**config.mk**
```make
export PLATFORM = sky130hd
export DESIGN_NAME = pnu_div_pipe
export DESIGN_NICKNAME = d
export VERILOG_FILES = /design/src/rtl/pnu_div_pipe.sv
export SDC_FILE = /design/constraint.sdc
export NUM_CORES = 1
export LEC_CHECK = 0
export BUFFER_PORTS_ARGS = -buffer_cell sky130_fd_sc_hd__buf_4
export CORE_ASPECT_RATIO = 1.25
export CORE_MARGIN = 1
export CORE_UTILIZATION = 41
export CTS_BUF_LIST = sky130_fd_sc_hd__clkbuf_4
export CTS_CLUSTER_DIAMETER = 80
export CTS_CLUSTER_SIZE = 10
export DETAILED_ROUTE_END_ITERATION = 6
export PLACE_DENSITY = 0.68
export REMOVE_ABC_BUFFERS = 1
export SYNTH_ARGS = -nofsm -noshare
export SYNTH_HDL_FRONTEND = slang
export SYNTH_SLANG_ARGS = --single-unit
```
**constraint.sdc**
```tcl
create_clock -name clk -period 6.1 [get_ports clk]
set_clock_uncertainty 0.2 [all_clocks]
set_input_delay 0.61 -clock clk [delete_from_list [all_inputs] [get_ports clk]]
set_output_delay 0.61 -clock clk [all_outputs]
set_load 0.02 [all_outputs]
```
**src/rtl/pnu_div_pipe.sv**
```systemverilog
// Constant divider by reciprocal multiplication, one register stage, with clamp.
module pnu_div_pipe #(
  parameter int DW      = 18,
  parameter int QW      = 8,
  parameter int DIVISOR = 320,
  parameter int LIMIT   = 239
) (
  input  logic          clk,
  input  logic [DW-1:0] dividend,
  input  logic          clamp,
  output logic [QW-1:0] quotient
);

  localparam int SH = DW + 12;
  localparam int MW = SH + 1;
  localparam int PW = DW + MW;
  localparam logic [MW-1:0] RECIP =
    MW'(((64'd1 << SH) + 64'(DIVISOR) - 64'd1) / 64'(DIVISOR));

  logic [PW-1:0] prod;
  logic          clp;

  always_ff @(posedge clk) begin
    prod <= PW'(dividend) * PW'(RECIP);
    clp  <= clamp;
  end

  assign quotient = clp ? QW'(LIMIT) : QW'(prod >> SH);

endmodule

```
==> results.ini <==
[outcome]
status=finished, final reports clean

[worst_setup_path]
cp_slowest_stage_delay_ns=0.63
cp_max_fo=6
crit_chain=buf_4, inv_1, ha_1, fa_1, fa_1, inv_1, fa_1, inv_1, fa_1, fa_1, inv_1, ha_1, a21oi_1, o21ai_2, a32oi_2, a21oi_2, a221oi_2, xnor2_1
crit_type=input port to flip-flop
critPathBufInv=5
start_kind=input port
cp_top_family=adder cells
end_kind=flip-flop
crit_top_cell=fa_1
required_ns=6.08
critical_path_depth=18
cpMaxStageDelayCell=fa_1
crit_arrival_ns=5.61

[place]
numPortBuffers=27
hpwl_um=11600
globalplace.congestion=0.918

[clocking]
cts_hold_buf=0
clk_pin_slew_ns=0.06
clock_path_buffers=2
htree_num_levels=1
cts_sinks=9
cts_resized=0
clockRootBuffer=clkbuf_4
cts_tree=built
post-cts-setup-buffers=0
numCtsBuffers=3

[detailed_routing]
wire_per_inst_um=16.0
drc=0
dr_wl_met2_um=6550
wl_met1_um=5120
drt-initial-drc-count=164
drt-total-wl_um=12400
met3_length_um=287
via_per_inst=5.01
topRoutingLayerUsed=met4
ant_nets=0
via_count=3889
firstDrtPassIters=4

[yosys]
syn_area_mm2=0.00533
yosys-mux-area-fraction_pct=0
synthSimpleGateAreaFrac_pct=6.86
synth_cells=578
synth.distinct_cells=48
synth_xor_area_share_pct=1.81
yosysWarnings=0
synth_top_family_by_area=adder cells
yosysSeqAreaShare_pct=3.38
synth_compound_area_share_pct=10.4
synth_adder_area_share_pct=63.1
synth-edff-count=0
async_reset_ff_share_pct=0
synth_flop_cell=dfxtp_1
syn_area_per_cell_um2=9.22
ys_ff_latch=9

[grt]
antenna_found_initial=0
grt_pass1_vias=4506
grt_max_degree=9
grt_overflow_total=0
grt_first_pass_wirelength_um=21400
grtUsageTotal_pct=20.2

[floorplanning]
io_pins=28
die_h_um=129
die_x_um=104
core_area_mm2=0.0127
start_util_pct=42.1
rows=46
die_area_mm2=0.0135

[sta]
fin_crit_ns=5.63
setup_violations=0
slew_headroom_pct=69.3
report.final.slew_viol_count=0
worst_pin_slew_ns=0.455
finalHoldViolations=0
fmax_mhz=178
rsz0062_at_grt=false
min_period_over_period_pct=92.3
finalSetupTns_ns=0

[layout]
layout_commonest_cell=inv_1
fin_nets=844
drive_above_1_share_pct=9.03
final_cell_mix=202 x inv_1, 123 x ha_1, 91 x fa_1, 28 x buf_4, 20 x a21oi_1
area_growth_pct=8.24
nFillCells=1257
multi_input_area_mm2=0.00438
diodes=0
ff_latch_area_um2=180

[job]
maxCapViolations=0

[hold_path]
hold_path_class=input port to flip-flop
hold_path_depth=1

## synthesized netlist by cell type (2+ instances only)
library cell / number / area, um^2
inv_1: 202 / 758
ha_1: 123 / 1540
fa_1: 91 / 1820
a21oi_1: 20 / 100
nand2_1: 16 / 60.1
a21o_1: 12 / 90.1
xnor2_1: 10 / 87.6
dfxtp_1: 9 / 180
or2_2: 9 / 56.3
nand3_1: 8 / 40.0
o21ai_0: 8 / 40.0
nor2_1: 7 / 26.3
o21a_1: 6 / 45.0
nor3_1: 5 / 25.0
and3_1: 4 / 25.0
nand4_1: 4 / 25.0
a31oi_1: 3 / 18.8
and3_4: 3 / 33.8
a211oi_1: 2 / 15.0
a311o_1: 2 / 20.0
a311oi_1: 2 / 17.5
a41oi_1: 2 / 17.5
and2_1: 2 / 12.5
o2111ai_1: 2 / 17.5
o211ai_1: 2 / 15.0
o21ai_1: 2 / 10.0
## kinds of logic (layout without fill, tap and decap cells)
logic type               Yosys count  after routing
AO/OA/AOI/OAI                     76             76
XOR/XNOR                          11             11
adder cells (fa/ha/maj)          214            214
buffers and inverters            203            234
flip-flops                         9              9
AND/OR/NAND/NOR                   65             65
## sequential cells by signal, indices dropped and copies added (netlist names)
signal and flops:
clp 1, prod 8
## worst paths after layout
path / start / to / slack (ns)
setup / recovery: dividend[10] / prod[37] / 0.47
hold / removal: clamp / clp / 0.26
## per-layer routing
layer / up-vias / GRT usage, %
li1: 1879 / -
met1: 1901 / 22.8
met2: 81 / 40.6
met3: 28 / 0.905
met4: 0 / 6.72
met5: - / 0
## layout make-up
type | instances | share of cell area (%)
multi-input cells | 366 | 75.9
flip-flops and latches | 9 | 3.12
well taps | 168 | 3.64
repair buffers | 28 | 3.64
clock buffers | 4 | 0.521
inverters | 202 | 13.1
## per-stage QoR
step	utilization (%)	hold WS (ns)	cells	instance area (um^2)	setup slack [ns]
5_1_grt	45.6	0.248	777	5770	0.214
3_3_place_gp	45.3	0.517	773	5740	0.301
2_1_floorplan	-	0.438	577	5320	0.694
3_5_place_dp	45.3	0.517	773	5740	0.222
4_1_cts	45.6	0.249	777	5770	0.481
6_report	45.6	0.262	777	5770	0.471
Power is left out: the tool's default activity adds up to more than one toggle a clock period on the data nets, which glitch-free logic cannot reach.
