--- src/rtl/pnu_pkg.sv ---
// Shared types, codes and helpers for the palette nearest upscaler.
package pnu_pkg;

  localparam int MODE_W  = 2;
  localparam int X_W     = 9;
  localparam int Y_W     = 8;
  localparam int COORD_W = 12;

  localparam logic [MODE_W-1:0] MODE_PAL_WR = 2'd0;
  localparam logic [MODE_W-1:0] MODE_PIX_WR = 2'd1;
  localparam logic [MODE_W-1:0] MODE_RD     = 2'd2;

  typedef enum logic [1:0] {
    OP_IDLE   = 2'd0,
    OP_PAL_WR = 2'd1,
    OP_PIX_WR = 2'd2,
    OP_RD     = 2'd3
  } op_t;

  typedef struct packed {
    op_t         op;
    logic [15:0] addr;
    logic [15:0] data;
  } item_t;

  typedef struct packed {
    logic        we;
    logic        re;
    logic [7:0]  addr;
    logic [15:0] wdata;
  } pal_req_t;

  function automatic logic [15:0] to_565(input logic [7:0] r, input logic [7:0] g,
                                         input logic [7:0] b);
    return {r[7:3], g[7:2], b[7:3]};
  endfunction

endpackage

--- src/rtl/pnu_palette_mem.sv ---
// Single-port 256-entry RGB565 palette store with registered read.
module pnu_palette_mem (
  input  logic              clk,
  input  pnu_pkg::pal_req_t req,
  output logic [15:0]       rdata
);

  logic [15:0] mem [0:255];

  always_ff @(posedge clk) begin
    if (req.we) begin
      mem[req.addr] <= req.wdata;
    end
    if (req.re) begin
      rdata <= mem[req.addr];
    end
  end

endmodule

--- config.mk ---
export PLATFORM = sky130hd
export DESIGN_NAME = pnu_palette_mem
export DESIGN_NICKNAME = d
export VERILOG_FILES = /design/src/rtl/pnu_pkg.sv /design/src/rtl/pnu_palette_mem.sv
export SDC_FILE = /design/constraint.sdc
export NUM_CORES = 2
export LEC_CHECK = 0
export BUFFER_PORTS_ARGS = -buffer_cell sky130_fd_sc_hd__buf_2
export CORE_ASPECT_RATIO = 1.1
export CORE_MARGIN = 2
export CORE_UTILIZATION = 40
export DETAILED_ROUTE_END_ITERATION = 10
export PLACE_DENSITY_LB_ADDON = 0.25
export SLEW_MARGIN = 20
export SYNTH_ARGS = -nofsm -noshare
export SYNTH_HDL_FRONTEND = slang
export SYNTH_SLANG_ARGS = --single-unit
--- constraint.sdc ---
create_clock -name clk -period 2.82 [get_ports clk]
set_input_delay 0.141 -clock clk [delete_from_list [all_inputs] [get_ports clk]]
set_output_delay 0.141 -clock clk [all_outputs]
set_load 0.01 [all_outputs]
==> summary.md <==
| Metric | Value |
|---|---|
| Smallest setup slack after layout | 44.5 ps |
| Setup slack on the worst flop-to-flop path | 40 ps |
| Setup bufs post-CTS | 0 |
| Worst setup slack before clock tree synthesis | -978 ps |
| Cell count after synthesis | 6727 |
| Cell family with the largest share of critical-path delay | compound AO/OA/AOI/OAI gates |
| Number of DRC markers after the initial detailed-route iteration | 9012 |
| Clock sinks | 4112 |
| Outcome | completed |
| Arr. time, crit path | 3470 ps |
| Clock buffer depth | 4 |
| Source of the worst hold timing path | req[25] |
| Final Wtd Congestion | 0.819 |
| Fraction of post-synthesis cell area in the top cell type by area | 79.4% |
| Post-CTS clock slew at the launch and capture registers of the worst setup and hold paths | 60 ps |
| Post-synth design cell area | 0.156 mm² |
| Antenna Violating Nets Remaining | 0 |
| Overall die area | 0.394 mm² |
| Final period util | 98.4% |
| Largest net degree at the start of global routing | 105 |
| Hold-critical path endpoint | mem[184][15]$_DFFE_PP_ |
| Antenna violations before repair | 26 |
| Type of the most critical hold path | in -> reg |
| Reg-to-reg startpoint | mem[137][15]$_DFFE_PP_ |
| Maximum net fanout on the critical path | 1 |
| Critical path, cell by cell | mux4_2 -> a22oi_1 -> buf_4 -> a21oi_1 -> o41ai_4 -> buf_4 -> nand4_1 |
| Type of the worst setup path | reg -> reg |
| Number of stages on the worst hold path | 4 |
| Flops & latches, synth | 4112 |
| Max-cap violations | 0 |
| Logic depth of the worst register-to-register path | 7 |
| GRT Overall Usage | 21.2% |
| Initial cell density of the core | 40.1% |
| Avg Synthesized Cell Area | 23.1 µm² |
| Vert. Die Dim | 658 µm |
| Pwr Density | 684 mW/mm² |
| Length of the first detailed-routing pass in iterations | 6 |
| Proportion of synthesized flip-flops having asynchronous set or reset | 0% |
| Most common cell type on the critical path | sky130_fd_sc_hd__buf_4 |
| P&R area growth vs syn | 19.5% |
| Cell type contributing the most total cell area after synthesis | sky130_fd_sc_hd__edfxtp_1 |
| Total clock buffers created by CTS | 398 |
| FF/Latch Area | 0.123 mm² |
| DPL Wire Length | 265000 µm |
| Synth Net Count | 6754 |
| TritonCTS clock tree | done |
| Top FF cell, synth | sky130_fd_sc_hd__edfxtp_1 |
| Total power of the final layout | 127 mW |
| Worst slew pin tran | 1070 ps |
| RSZ-0062 raised after global routing | no |
| Fill cells | 31306 |
| Top cell types by occurrence after synthesis | sky130_fd_sc_hd__edfxtp_1 (4112), sky130_fd_sc_hd__mux4_2 (1024), sky130_fd_sc_hd__a22oi_1 (512), sky130_fd_sc_hd__a21oi_1 (256), sky130_fd_sc_hd__clkbuf_1 (249) |
| Leak | 58.1 nW |
| TNS Setup | 0 ps |
| Peak ir drop on the vdd network | 480 µV |
| Critical path capture point type | flip-flop |
| Buffers and inverters on the worst path | 2 |
| Via count | 76543 |
| Minimum clock period after layout | 2780 ps |
| Worst slew margin relative to its limit | 28.5% |
| IO Port Bufs | 42 |
| Clock latency on the worst-skew pair | 960 ps |
| Cell with the most instances after synthesis | sky130_fd_sc_hd__edfxtp_1 |
| Cell variety after synth | 21 |
| R2R Path End | rdata[15]$_DFFE_PP_ |
| Sequential cell area fraction in the yosys report | 79.4% |
| Final Hold Vio Count | 0 |
| Setup Viol. Count Final | 0 |
| Root Buffer Master | sky130_fd_sc_hd__clkbuf_16 |
| # IOs | 43 |
| Required time at the endpoint of the critical path | 3510 ps |
| Final routed wire length divided by cell count | 31.6 µm |
| Total length of routed wires | 421000 µm |
| Number of global-route vias before repair | 77621 |
| Vias per cell | 5.75 |
| Final worst clock skew | 37.9 ps |
| CTS H-tree lvls | 5 |
| Wire length of the first global-routing pass | 596000 µm |
| CP peak stage delay | 660 ps |
| Die boundary width | 599 µm |
| Yosys Warn Count | 0 |
| Net count reported at finish | 7798 |
| Gr ovfl total | 0 |
| Fmax | 0.360 GHz |
| Fraction of layout cells with a size suffix above 1 | 33.9% |
| Startpoint Class | flip-flop |
| Max-slew violation total from the final report | 0 |
| Largest cells by area after synthesis | sky130_fd_sc_hd__edfxtp_1 (79%), sky130_fd_sc_hd__mux4_2 (15%), sky130_fd_sc_hd__a22oi_1 (2.5%), sky130_fd_sc_hd__a21oi_1 (0.82%), sky130_fd_sc_hd__clkbuf_1 (0.60%) |
| Footprint of the multi-input gates | 0.0309 mm² |
| Standard-cell rows | 240 |
| DRC Markers | 0 |
| Number of enable flip-flop cells after synthesis | 4112 |
| Slowest cell on the critical path | sky130_fd_sc_hd__o41ai_4 |
| Core area | 0.388 mm² |
## worst reg2reg max path, cell delays in order (launching register included)
cell	delay (ps)
sky130_fd_sc_hd__edfxtp_1	370
sky130_fd_sc_hd__mux4_2	470
sky130_fd_sc_hd__a22oi_1	320
sky130_fd_sc_hd__buf_4	170
sky130_fd_sc_hd__a21oi_1	210
sky130_fd_sc_hd__o41ai_4	660
sky130_fd_sc_hd__buf_4	250
sky130_fd_sc_hd__nand4_1	80
## worst max-delay path by stage
stage                           start                    end  slack, ps  cells after the start
3_3_place_gp                  req[16]     rdata[8]$_DFFE_PP_      -1960                      9
4_1_cts        mem[139][15]$_DFFE_PP_    rdata[15]$_DFFE_PP_         30                      7
5_1_grt        mem[137][15]$_DFFE_PP_    rdata[15]$_DFFE_PP_         40                      7
2_1_floorplan                 req[16]  mem[145][0]$_DFFE_PP_        -20                      7
6_report       mem[137][15]$_DFFE_PP_    rdata[15]$_DFFE_PP_         40                      7
3_5_place_dp                  req[16]     rdata[1]$_DFFE_PP_       -980                     11
## cell type report
cell class	count	share of cell area [%]
Clock inverter	255	1.35
Antenna cell	26	0.0350
Multi-Input combinational cell	2194	16.6
Clock buffer	465	5.56
Tap cell	5203	3.50
Timing Repair Buffer	1064	6.53
Sequential cell	4112	66.4
Inverter	1	0.00202
## registers in the layout (all words and copies together), names as in the netlist
register and cells:
mem 4096, rdata 16
## logic make-up (layout without fill, tap and decap cells)
group / Yosys count / in the layout / share of synthesized area [%]
flops: 4112 / 4112 / 79.4
mux: 1024 / 1024 / 14.8
compound gates: 832 / 832 / 3.65
buf+inv: 421 / 1785 / 1.24
simple gates: 338 / 338 / 0.906
other cells: 0 / 26 / 0
## metal layers
layer / vias to the layer above / global-route usage, % / share of wire (%) / routed length [µm]
li1: 31202 / - / - / -
met1: 41771 / 29.3 / 40 / 170000
met2: 3005 / 35.2 / 50 / 209000
met3: 559 / 2.72 / 6.6 / 27800
met4: 6 / 6.47 / 3.2 / 13600
met5: - / 0 / 0.0081 / 34
## metrics by stage
step	util, %	hold WS [ps]	std cells	instance area, µm²
finish	48.0	94.9	13320	186000
CTS	47.9	8.76	13294	186000
floorplan	-	240	6727	156000
global placement	44.5	565	12545	173000
detailed placement	44.6	577	12557	173000
global route	48.0	71.2	13314	186000
## layout by cell type, fill, tap and decap left out, types with 4 or more instances in the layout
cell / n
sky130_fd_sc_hd__nand2_2: 8
sky130_fd_sc_hd__nand3_1: 5
sky130_fd_sc_hd__clkinvlp_4: 15
sky130_fd_sc_hd__nand2b_1: 4
sky130_fd_sc_hd__nand4_1: 16
sky130_fd_sc_hd__o41ai_4: 10
sky130_fd_sc_hd__a21oi_1: 256
sky130_fd_sc_hd__clkbuf_16: 404
sky130_fd_sc_hd__bufinv_16: 42
sky130_fd_sc_hd__clkinv_16: 4
sky130_fd_sc_hd__nand2_1: 20
sky130_fd_sc_hd__buf_2: 25
sky130_fd_sc_hd__buf_6: 4
sky130_fd_sc_hd__clkinv_1: 96
sky130_fd_sc_hd__nand3_2: 8
sky130_fd_sc_hd__dlygate4sd3_1: 17
sky130_fd_sc_hd__clkinv_4: 12
sky130_fd_sc_hd__mux4_2: 1024
sky130_fd_sc_hd__buf_12: 321
sky130_fd_sc_hd__o41ai_1: 21
sky130_fd_sc_hd__buf_4: 679
sky130_fd_sc_hd__nor2_1: 222
sky130_fd_sc_hd__nor3_2: 30
sky130_fd_sc_hd__o41ai_2: 33
sky130_fd_sc_hd__nor2_2: 9
sky130_fd_sc_hd__diode_2: 26
sky130_fd_sc_hd__buf_8: 18
sky130_fd_sc_hd__clkinv_2: 71
sky130_fd_sc_hd__edfxtp_1: 4112
sky130_fd_sc_hd__inv_6: 9
sky130_fd_sc_hd__a22oi_1: 512
sky130_fd_sc_hd__clkbuf_1: 61
## power breakdown
part	switching (mW)	total [mW]	internal (mW)
clock network	22.9	53.0	30.1
logic	4.10	6.73	2.63
registers	0.120	67.5	67.4
## timing repair
action                                 in CTS  in global routing
endpoints found under the hold margin    2645                  0
hold buffers                               17                  0
setup endpoints to repair                   6                  0
resized for setup                           6                  0
Power figures use the tool's default switching activity.
